File: src/assert_macros.svh
// Assertion macros for the deque RTL.
// Taken in by files that check their own logic; no other dependencies.
`ifndef ASSERT_MACROS_SVH
`define ASSERT_MACROS_SVH
`ifndef SYNTHESIS
`define ASSERT_NOW(label, clk, rst_n, pre, post, msg) \
    label: assert property (@(posedge clk) disable iff (!rst_n) (pre) |-> (post)) \
        else $error(msg);
`define ASSERT_NEXT(label, clk, rst_n, pre, post, msg) \
    label: assert property (@(posedge clk) disable iff (!rst_n) (pre) |=> (post)) \
        else $error(msg);
`else
`define ASSERT_NOW(label, clk, rst_n, pre, post, msg)
`define ASSERT_NEXT(label, clk, rst_n, pre, post, msg)
`endif
`endif

File: src/cded_pkg.sv
// Shared constants for the circular double-ended queue.
// No dependencies; used by the interfaces, cded_store, the top level and the bench.
`timescale 1ns / 1ps
package cded_pkg;
    localparam int WORD_BITS   = 32;
    localparam int ACTION_BITS = 3;
    localparam int STATUS_BITS = 2;
    localparam int DEPTH_DEF   = 8;

    localparam logic [ACTION_BITS-1:0] ACT_PUSH_FRONT = 3'd0;
    localparam logic [ACTION_BITS-1:0] ACT_PUSH_REAR  = 3'd1;
    localparam logic [ACTION_BITS-1:0] ACT_POP_FRONT  = 3'd2;
    localparam logic [ACTION_BITS-1:0] ACT_POP_REAR   = 3'd3;
    localparam logic [ACTION_BITS-1:0] ACT_READ_ALL   = 3'd4;

    localparam logic [STATUS_BITS-1:0] ST_DONE  = 2'd0;
    localparam logic [STATUS_BITS-1:0] ST_FULL  = 2'd1;
    localparam logic [STATUS_BITS-1:0] ST_EMPTY = 2'd2;
endpackage

File: src/cded_if.sv
// Valid/ready channels for deque requests and results.
// Depends on cded_pkg for field widths.
`timescale 1ns / 1ps
interface cded_cmd_if;
    logic                                valid;
    logic                                ready;
    logic [cded_pkg::ACTION_BITS-1:0]    action;
    logic signed [cded_pkg::WORD_BITS-1:0] push_value;

    modport source (output valid, output action, output push_value, input ready);
    modport sink   (input valid, input action, input push_value, output ready);
endinterface

interface cded_res_if;
    logic                                valid;
    logic                                ready;
    logic [cded_pkg::STATUS_BITS-1:0]    status;
    logic signed [cded_pkg::WORD_BITS-1:0] word;
    logic                                last;

    modport source (output valid, output status, output word, output last, input ready);
    modport sink   (input valid, input status, input word, input last, output ready);
endinterface

File: src/cded_step.sv
// Shared circular pointer step unit: one increment or decrement modulo DEPTH
// and the compares the sequencer needs. No package dependencies.
`timescale 1ns / 1ps
module cded_step #(
    parameter int DEPTH = 8,
    parameter int PTR_W = $clog2(DEPTH)
) (
    input  logic [PTR_W-1:0] i_ptr,
    input  logic             i_dec,
    input  logic [PTR_W-1:0] i_cmp,
    output logic [PTR_W-1:0] o_step,
    output logic             o_step_hit,
    output logic             o_at_cmp
);
    localparam logic [PTR_W-1:0] LAST = PTR_W'(DEPTH - 1);

    always_comb begin
        if (i_dec) begin
            o_step = (i_ptr == '0) ? LAST : i_ptr - PTR_W'(1);
        end else begin
            o_step = (i_ptr == LAST) ? '0 : i_ptr + PTR_W'(1);
        end
    end

    assign o_step_hit = (o_step == i_cmp);
    assign o_at_cmp   = (i_ptr == i_cmp);
endmodule

File: src/cded_store.sv
// Slot memory of the deque: one write port, one registered read port.
// Depends on cded_pkg for the word width.
`timescale 1ns / 1ps
module cded_store #(
    parameter int DEPTH = 8,
    parameter int PTR_W = $clog2(DEPTH)
) (
    input  logic                                  i_clk,
    input  logic                                  i_wr_en,
    input  logic [PTR_W-1:0]                      i_wr_addr,
    input  logic signed [cded_pkg::WORD_BITS-1:0] i_wr_data,
    input  logic                                  i_rd_en,
    input  logic [PTR_W-1:0]                      i_rd_addr,
    output logic signed [cded_pkg::WORD_BITS-1:0] o_rd_data
);
    logic signed [cded_pkg::WORD_BITS-1:0] r_mem [DEPTH];

    always_ff @(posedge i_clk) begin
        if (i_wr_en) begin
            r_mem[i_wr_addr] <= i_wr_data;
        end
    end

    always_ff @(posedge i_clk) begin
        if (i_rd_en) begin
            o_rd_data <= r_mem[i_rd_addr];
        end
    end
endmodule

File: src/circular_double_ended_queue.sv
// Circular double-ended queue: top level with the sequencer and pointer state.
// Depends on cded_pkg, cded_if, cded_step, cded_store and assert_macros.svh.
// Requests arrive on i_cmd (action, push_value) and results leave on o_res
// (status, word, last), both valid/ready. One request is handled at a time;
// i_cmd.ready is high only while the block is idle.
// After a request is accepted the block passes through S_DECODE; a push, a refused
// request or an empty read-out then goes straight to S_SEND with its result; a pop
// reads its slot in S_FETCH first; a non-empty read-out steps S_WALK, S_FETCH and
// S_SEND for each entry, moving on to the next entry once each result is taken. Each
// entry costs a trip through the registered read port of the slot memory. Actions 5
// to 7 give no result and the block returns from S_DECODE to S_IDLE.
// The block takes a new request the cycle after its final result is taken.
// Reset empties the queue; memory contents are not cleared.
// A stalled receiver holds the result and the block waits on it.
`timescale 1ns / 1ps
`include "assert_macros.svh"
module circular_double_ended_queue #(
    parameter int DEPTH = cded_pkg::DEPTH_DEF
) (
    input  logic            i_clk,
    input  logic            i_rst_n,
    cded_cmd_if.sink        i_cmd,
    cded_res_if.source      o_res
);
    localparam int PTR_W = $clog2(DEPTH);
    localparam logic [PTR_W-1:0] CNT_LAST = PTR_W'(DEPTH - 1);

    typedef enum logic [4:0] {
        S_IDLE   = 5'b00001,
        S_DECODE = 5'b00010,
        S_WALK   = 5'b00100,
        S_FETCH  = 5'b01000,
        S_SEND   = 5'b10000
    } t_state;

    t_state                                r_state, n_state;
    logic [PTR_W-1:0]                      r_head, n_head;
    logic [PTR_W-1:0]                      r_tail, n_tail;
    logic                                  r_empty, n_empty;
    logic [cded_pkg::ACTION_BITS-1:0]      r_action;
    logic signed [cded_pkg::WORD_BITS-1:0] r_value;
    logic [PTR_W-1:0]                      r_walk;
    logic [PTR_W-1:0]                      r_count;
    logic [cded_pkg::STATUS_BITS-1:0]      r_status, n_status;
    logic signed [cded_pkg::WORD_BITS-1:0] r_word, n_word;
    logic                                  r_last, n_last;

    logic                                  ld_out, walk_load, walk_adv;
    logic                                  is_front, is_push;
    logic [PTR_W-1:0]                      st_ptr, st_cmp, st_step;
    logic                                  st_dec, st_hit, st_at;
    logic                                  wr_en, rd_en;
    logic [PTR_W-1:0]                      wr_addr, rd_addr;
    logic signed [cded_pkg::WORD_BITS-1:0] rd_data;

    assign is_front = (r_action == cded_pkg::ACT_PUSH_FRONT)
                   || (r_action == cded_pkg::ACT_POP_FRONT);
    assign is_push  = (r_action == cded_pkg::ACT_PUSH_FRONT)
                   || (r_action == cded_pkg::ACT_PUSH_REAR);

    always_comb begin
        if (r_action == cded_pkg::ACT_READ_ALL) begin
            st_ptr = r_walk;
            st_cmp = r_tail;
            st_dec = 1'b0;
        end else begin
            st_ptr = is_front ? r_head : r_tail;
            st_cmp = is_front ? r_tail : r_head;
            st_dec = (is_push && is_front) || (!is_push && !is_front);
        end
    end

    cded_step #(.DEPTH(DEPTH), .PTR_W(PTR_W)) u_step (
        .i_ptr      (st_ptr),
        .i_dec      (st_dec),
        .i_cmp      (st_cmp),
        .o_step     (st_step),
        .o_step_hit (st_hit),
        .o_at_cmp   (st_at)
    );

    cded_store #(.DEPTH(DEPTH), .PTR_W(PTR_W)) u_store (
        .i_clk     (i_clk),
        .i_wr_en   (wr_en),
        .i_wr_addr (wr_addr),
        .i_wr_data (r_value),
        .i_rd_en   (rd_en),
        .i_rd_addr (rd_addr),
        .o_rd_data (rd_data)
    );

    always_comb begin
        n_state   = r_state;
        n_head    = r_head;
        n_tail    = r_tail;
        n_empty   = r_empty;
        wr_en     = 1'b0;
        wr_addr   = st_step;
        rd_en     = 1'b0;
        rd_addr   = st_ptr;
        ld_out    = 1'b0;
        n_status  = cded_pkg::ST_DONE;
        n_word    = '0;
        n_last    = 1'b1;
        walk_load = 1'b0;
        walk_adv  = 1'b0;
        unique case (r_state)
            S_IDLE: begin
                if (i_cmd.valid) begin
                    n_state = S_DECODE;
                end
            end
            S_DECODE: begin
                n_state = S_SEND;
                unique case (r_action)
                    cded_pkg::ACT_PUSH_FRONT, cded_pkg::ACT_PUSH_REAR: begin
                        ld_out = 1'b1;
                        if (r_empty) begin
                            n_head  = '0;
                            n_tail  = '0;
                            n_empty = 1'b0;
                            wr_en   = 1'b1;
                            wr_addr = '0;
                        end else if (st_hit) begin
                            n_status = cded_pkg::ST_FULL;
                        end else begin
                            wr_en = 1'b1;
                            if (is_front) begin
                                n_head = st_step;
                            end else begin
                                n_tail = st_step;
                            end
                        end
                    end
                    cded_pkg::ACT_POP_FRONT, cded_pkg::ACT_POP_REAR: begin
                        if (r_empty) begin
                            ld_out   = 1'b1;
                            n_status = cded_pkg::ST_EMPTY;
                        end else begin
                            rd_en   = 1'b1;
                            n_state = S_FETCH;
                            if (st_at) begin
                                n_head  = '0;
                                n_tail  = '0;
                                n_empty = 1'b1;
                            end else if (is_front) begin
                                n_head = st_step;
                            end else begin
                                n_tail = st_step;
                            end
                        end
                    end
                    cded_pkg::ACT_READ_ALL: begin
                        if (r_empty) begin
                            ld_out   = 1'b1;
                            n_status = cded_pkg::ST_EMPTY;
                        end else begin
                            walk_load = 1'b1;
                            n_state   = S_WALK;
                        end
                    end
                    default: begin
                        n_state = S_IDLE;
                    end
                endcase
            end
            S_WALK: begin
                rd_en   = 1'b1;
                rd_addr = r_walk;
                n_state = S_FETCH;
            end
            S_FETCH: begin
                ld_out  = 1'b1;
                n_word  = rd_data;
                n_last  = (r_action != cded_pkg::ACT_READ_ALL) || st_at
                       || (r_count == CNT_LAST);
                n_state = S_SEND;
            end
            S_SEND: begin
                if (o_res.ready) begin
                    if (r_last) begin
                        n_state = S_IDLE;
                    end else begin
                        walk_adv = 1'b1;
                        n_state  = S_WALK;
                    end
                end
            end
            default: begin
                n_state = S_IDLE;
            end
        endcase
    end

    always_ff @(posedge i_clk) begin
        if (!i_rst_n) begin
            r_state <= S_IDLE;
            r_head  <= '0;
            r_tail  <= '0;
            r_empty <= 1'b1;
        end else begin
            r_state <= n_state;
            r_head  <= n_head;
            r_tail  <= n_tail;
            r_empty <= n_empty;
        end
    end

    always_ff @(posedge i_clk) begin
        if (r_state == S_IDLE) begin
            r_action <= i_cmd.action;
            r_value  <= i_cmd.push_value;
        end
        if (ld_out) begin
            r_status <= n_status;
            r_word   <= n_word;
            r_last   <= n_last;
        end
        if (walk_load) begin
            r_walk  <= r_head;
            r_count <= '0;
        end else if (walk_adv) begin
            r_walk  <= st_step;
            r_count <= r_count + PTR_W'(1);
        end
    end

    assign i_cmd.ready  = (r_state == S_IDLE);
    assign o_res.valid  = (r_state == S_SEND);
    assign o_res.status = r_status;
    assign o_res.word   = r_word;
    assign o_res.last   = r_last;

    `ASSERT_NOW(a_empty_ptrs, i_clk, i_rst_n, r_empty, (r_head == '0) && (r_tail == '0), "empty queue with stray pointers")
    `ASSERT_NOW(a_err_word, i_clk, i_rst_n, o_res.valid && (o_res.status != cded_pkg::ST_DONE), (o_res.word == '0) && o_res.last, "refusal result not single or carries a word")
    `ASSERT_NOW(a_walk_bound, i_clk, i_rst_n, o_res.valid && !o_res.last, r_count != CNT_LAST, "read-out ran past the store depth")
    `ASSERT_NEXT(a_accept_decode, i_clk, i_rst_n, i_cmd.valid && i_cmd.ready, (r_state == S_DECODE) && !o_res.valid, "accepted item not decoded")
endmodule

File: src/flat_wrapper.sv
// flat-port wrapper written by rule: the top's interface ports become plain ports
module circular_double_ended_queue_flat 
#(
    parameter int DEPTH = cded_pkg::DEPTH_DEF
)
  (i_clk, i_rst_n, i_cmd_valid, i_cmd_action, i_cmd_push_value, i_cmd_ready, o_res_valid, o_res_status, o_res_word, o_res_last, o_res_ready);
  cded_cmd_if i_cmd_i ();
  cded_res_if o_res_i ();
  input  logic i_clk;
  input  logic i_rst_n;
  input wire logic [$bits(i_cmd_i.valid)-1:0] i_cmd_valid;
  input wire logic [$bits(i_cmd_i.action)-1:0] i_cmd_action;
  input wire logic [$bits(i_cmd_i.push_value)-1:0] i_cmd_push_value;
  output wire logic [$bits(i_cmd_i.ready)-1:0] i_cmd_ready;
  output wire logic [$bits(o_res_i.valid)-1:0] o_res_valid;
  output wire logic [$bits(o_res_i.status)-1:0] o_res_status;
  output wire logic [$bits(o_res_i.word)-1:0] o_res_word;
  output wire logic [$bits(o_res_i.last)-1:0] o_res_last;
  input wire logic [$bits(o_res_i.ready)-1:0] o_res_ready;
  assign i_cmd_i.valid = i_cmd_valid;
  assign i_cmd_i.action = i_cmd_action;
  assign i_cmd_i.push_value = i_cmd_push_value;
  assign i_cmd_ready = i_cmd_i.ready;
  assign o_res_valid = o_res_i.valid;
  assign o_res_status = o_res_i.status;
  assign o_res_word = o_res_i.word;
  assign o_res_last = o_res_i.last;
  assign o_res_i.ready = o_res_ready;
  circular_double_ended_queue #(.DEPTH(DEPTH)) u_core (.i_clk(i_clk), .i_rst_n(i_rst_n), .i_cmd(i_cmd_i), .o_res(o_res_i));
endmodule
File: config.mk
export PLATFORM = sky130hd
export DESIGN_NAME = circular_double_ended_queue_flat
export DESIGN_NICKNAME = d
export VERILOG_FILES = /design/src/cded_pkg.sv /design/src/cded_if.sv /design/src/cded_step.sv /design/src/cded_store.sv /design/src/circular_double_ended_queue.sv /design/src/flat_wrapper.sv
export VERILOG_INCLUDE_DIRS = /design/src /design/src/src
export SDC_FILE = /design/constraint.sdc
export NUM_CORES = 1
export LEC_CHECK = 0
export ABC_AREA = 1
export BUFFER_PORTS_ARGS = -buffer_cell sky130_fd_sc_hd__clkbuf_2
export CORE_MARGIN = 1.5
export CORE_UTILIZATION = 27
export DETAILED_ROUTE_END_ITERATION = 8
export HOLD_SLACK_MARGIN = 0.12
export PLACE_DENSITY = 0.44
export REMOVE_ABC_BUFFERS = 1
export SYNTH_ARGS = -nofsm -noshare
export SYNTH_HDL_FRONTEND = slang
export SYNTH_SLANG_ARGS = --single-unit
export TNS_END_PERCENT = 50
File: constraint.sdc
create_clock -name i_clk -period 7.25 [get_ports i_clk]
set_clock_uncertainty 0.15 [all_clocks]
set_input_delay 0.3625 -clock i_clk [delete_from_list [all_inputs] [get_ports i_clk]]
set_output_delay 0.3625 -clock i_clk [all_outputs]
set_load 0.02 [all_outputs]
==> summary.md <==
| Metric | Value |
|---|---|
| Vias in the first global route | `9259` |
| Die Wd | `239 um` |
| Detail Placement HPWL | `18.8 mm` |
| Final wirelength | `33.8 mm` |
| Crit path max fanout | `32` |
| Largest net degree at the start of global routing | `93` |
| Area delta synth->final | `18.5%` |
| Setup TNS | `0 ns` |
| Most numerous cell in the Yosys netlist | `edfxtp_1` |
| Num rows | `86` |
| Starting Density | `27.3%` |
| Core area | `55000 sq um` |
| Final Non-Filler Cells | `2052` |
| Critical Path Stages | `14` |
| Vias/cell | `4.36` |
| Power Dens Cells | `331 nW/um^2` |
| DR vias | `8945` |
| DR WL/cell | `16.5 um` |
| CP Data Arrival Time | `4.22 ns` |
| Post-synth EDFFs | `361` |
| Critical path class | `flop to flop` |
| Nets | `1321` |
| Unique masters post-synth | `38` |
| Residual DRC count | `0` |
| Die Ht | `239 um` |
| Placed inst area | `16100 sq um` |
| First-pass GRT wire length | `53.5 mm` |
| Clock buffer depth | `3` |
| DR iter-0 viols | `467` |
| DRT antenna net count | `0` |
| CP most frequent cell | `nand2_1` |
| Clock root cell | `clkbuf_16` |
| Max Transition Viols Final | `0` |
| Seq cells post-synth | `376` |
| Average cell area after synthesis | `13.0 sq um` |
| Io pins | `76` |
| Worst Setup EP | `u_core.u_store.r_mem[7][6]` |
| Drt pass-1 iters | `5` |
| Slowest cell on crit path | `nor2_1` |
| Post-CTS setup buffer count | `0` |
| R2r startpoint | `u_core.r_action[2]` |
| Main synth FF type | `edfxtp_1` |
| Buf/Inv on CP | `2` |
| Antenna violations before repair | `0` |
| Worst hold margin | `0.324 ns` |
| Actual slew at the worst max-slew pin | `1.12 ns` |
| Post-layout util | `32.3%` |
| Critical Path End Type | `flop` |
| # fillers | `5536` |
| Startpoint Class | `flop` |
| Cts bufs inserted | `43` |
| Fmax | `239 MHz` |
| CTS sink count | `376` |
| Fin. Hold Viols | `0` |
| Area leader, netlist | `edfxtp_1` |
| Async set-or-reset flop fraction in the synthesized netlist | `0%` |
| Routability cong. | `0.795` |
| Largest stage delay, worst path | `0.59 ns` |
| Crit-path leading delay family | `simple AND/OR/NAND/NOR gates` |
| CTS tree | `yes` |
| ANT cells | `0` |
| Syn Std Cell Area | `15000 sq um` |
| Finished Cell Area | `17800 sq um` |
| Leak | `0.00648 uW` |
| Setup slack, reg-to-reg | `3.07 ns` |
| CTS resizes | `0` |
| Final setup vio count | `0` |
| Total grt overflow | `0` |
| Port Buf Inserts | `75` |
| H-tree depth | `2` |
| Worst path cell trace | `nor2_1 > nand2_1 > nand3_4 > nand2_4 > inv_1 > ha_1 > ha_1 > or2_2 > nand3_1 > nand2_1 > nand2_1 > nand2_1 > nor3_2 > buf_4` |
| Hold_buf cts | `39` |
| Max Cap Violations | `0` |
| Total GRT Usage | `12.2%` |
| Dpl cells | `1941` |
| Share of cells above drive strength 1 | `14.6%` |
| Commonest cells in the netlist | `361 x edfxtp_1, 285 x nor2_1, 99 x o21ai_1` |
| Slew HR | `25.3%` |
| Ys Warns | `0` |
| CP startpoint | `u_core.r_action[2]` |
| R2R depth | `14` |
| Final period util | `57.6%` |
| DIE AREA | `57000 sq um` |
| Status | `completed` |
| CP required | `7.30 ns` |
| RSZ-0062 raised after global routing | `false` |
| Fin crit period | `4.18 ns` |
| CTS clk-pin slew, worst paths | `0.06 ns` |
| Post-synthesis instance total | `1155` |
| Synth area leaders | `edfxtp_1 72%, nor2_1 7.1%, o21ai_1 3.3%` |
| Peak supply drop | `0.000145 V` |
| Skew-Pair Late Insertion Delay | `0.58 ns` |
| Top-area cell type share of the netlist area | `72.3%` |
| Worst min path class | `flop to flop` |
| Worst R2R End | `u_core.u_store.r_mem[7][6]` |
| Sequential cell area fraction in the yosys report | `74.3%` |
routing by layer:
metal,vias up,routed length [um],GRT usage [%]
li1,4358,-,-
met1,4397,15700,15.8
met2,138,16100,20.3
met3,52,1370,2.70
met4,0,620,3.41
met5,-,0,0
logic make-up after synthesis:
family / Yosys count / share of synthesized area, %
buffers and inverters: 133 / 4.82
AO/OA/AOI/OAI: 220 / 8.84
AND/OR/NAND/NOR: 421 / 11.6
adder cells (fa/ha/maj): 5 / 0.417
flip-flops: 376 / 74.3
sequential cells by signal (all words and copies together), names as in the netlist:
register / flops
u_core.u_store.r_mem: 256
u_core.o_res.word: 32
u_core.r_value: 32
u_core.u_store.o_rd_data: 32
u_core.r_state: 5
u_core.r_action: 3
u_core.r_count: 3
u_core.r_head: 3
u_core.r_tail: 3
u_core.r_walk: 3
u_core.o_res.status: 2
u_core.o_res.last: 1
u_core.r_empty: 1
worst min-delay path, stage by stage (launching register included):
cell and delay, ns:
dfxtp_1 0.31, inv_1 0.06, a21oi_1 0.05
stage by stage:
step | setup WS (ns) | power, uW
6_report | 3.07 | 5880
5_1_grt | 2.73 | 6220
4_1_cts | 3.01 | 6000
3_5_place_dp | 3.05 | 3900
3_3_place_gp | 3.16 | 3880
2_1_floorplan | 1.52 | 3500
worst min path at each step:
stage	startpoint	to	depth (start not counted)
after floorplan	i_rst_n	u_core.r_empty	1
after global placement	u_core.r_count[0]	u_core.r_count[0]	2
after detailed placement	u_core.r_count[0]	u_core.r_count[0]	2
after CTS	i_cmd_push_value[13]	u_core.r_value[13]	2
after global routing	i_cmd_push_value[13]	u_core.r_value[13]	2
final	u_core.r_count[0]	u_core.r_count[0]	2
cell usage in the layout (no fill, tap or decap), types with 6 or more instances in the layout:
master / netlist / layout
o22ai_1: 33 / 33
clkbuf_16: 0 / 43
inv_2: 6 / 7
clkinv_2: 0 / 8
a21oi_1: 9 / 9
nor2_1: 285 / 285
dlygate4sd3_1: 0 / 39
buf_4: 8 / 16
nor3_2: 0 / 7
o21ai_1: 99 / 99
clkinv_1: 1 / 7
nand2_2: 5 / 6
inv_1: 72 / 72
clkbuf_2: 1 / 75
dfxtp_1: 15 / 15
o21ai_0: 42 / 42
nand2_1: 72 / 71
o211a_1: 32 / 32
edfxtp_1: 361 / 361
nand3_1: 27 / 27
power breakdown:
part           switching (uW)  internal (uW)  total [uW]
clock network             875           1160        2040
registers                 126           2630        2760
logic                     766            322        1090
layout make-up:
| class | instances | area (sq um) | share of cell area, % |
|---|---|---|---|
| clock inverters | 24 | 209 | 1.18 |
| flip-flops and latches | 376 | 11100 | 62.7 |
| inverters | 80 | 303 | 1.70 |
| multi-input cells | 646 | 3200 | 18.0 |
| clock buffers | 48 | 1090 | 6.16 |
| well taps | 748 | 936 | 5.27 |
| repair buffers | 130 | 886 | 4.99 |
(Power assumes the default switching activity.)
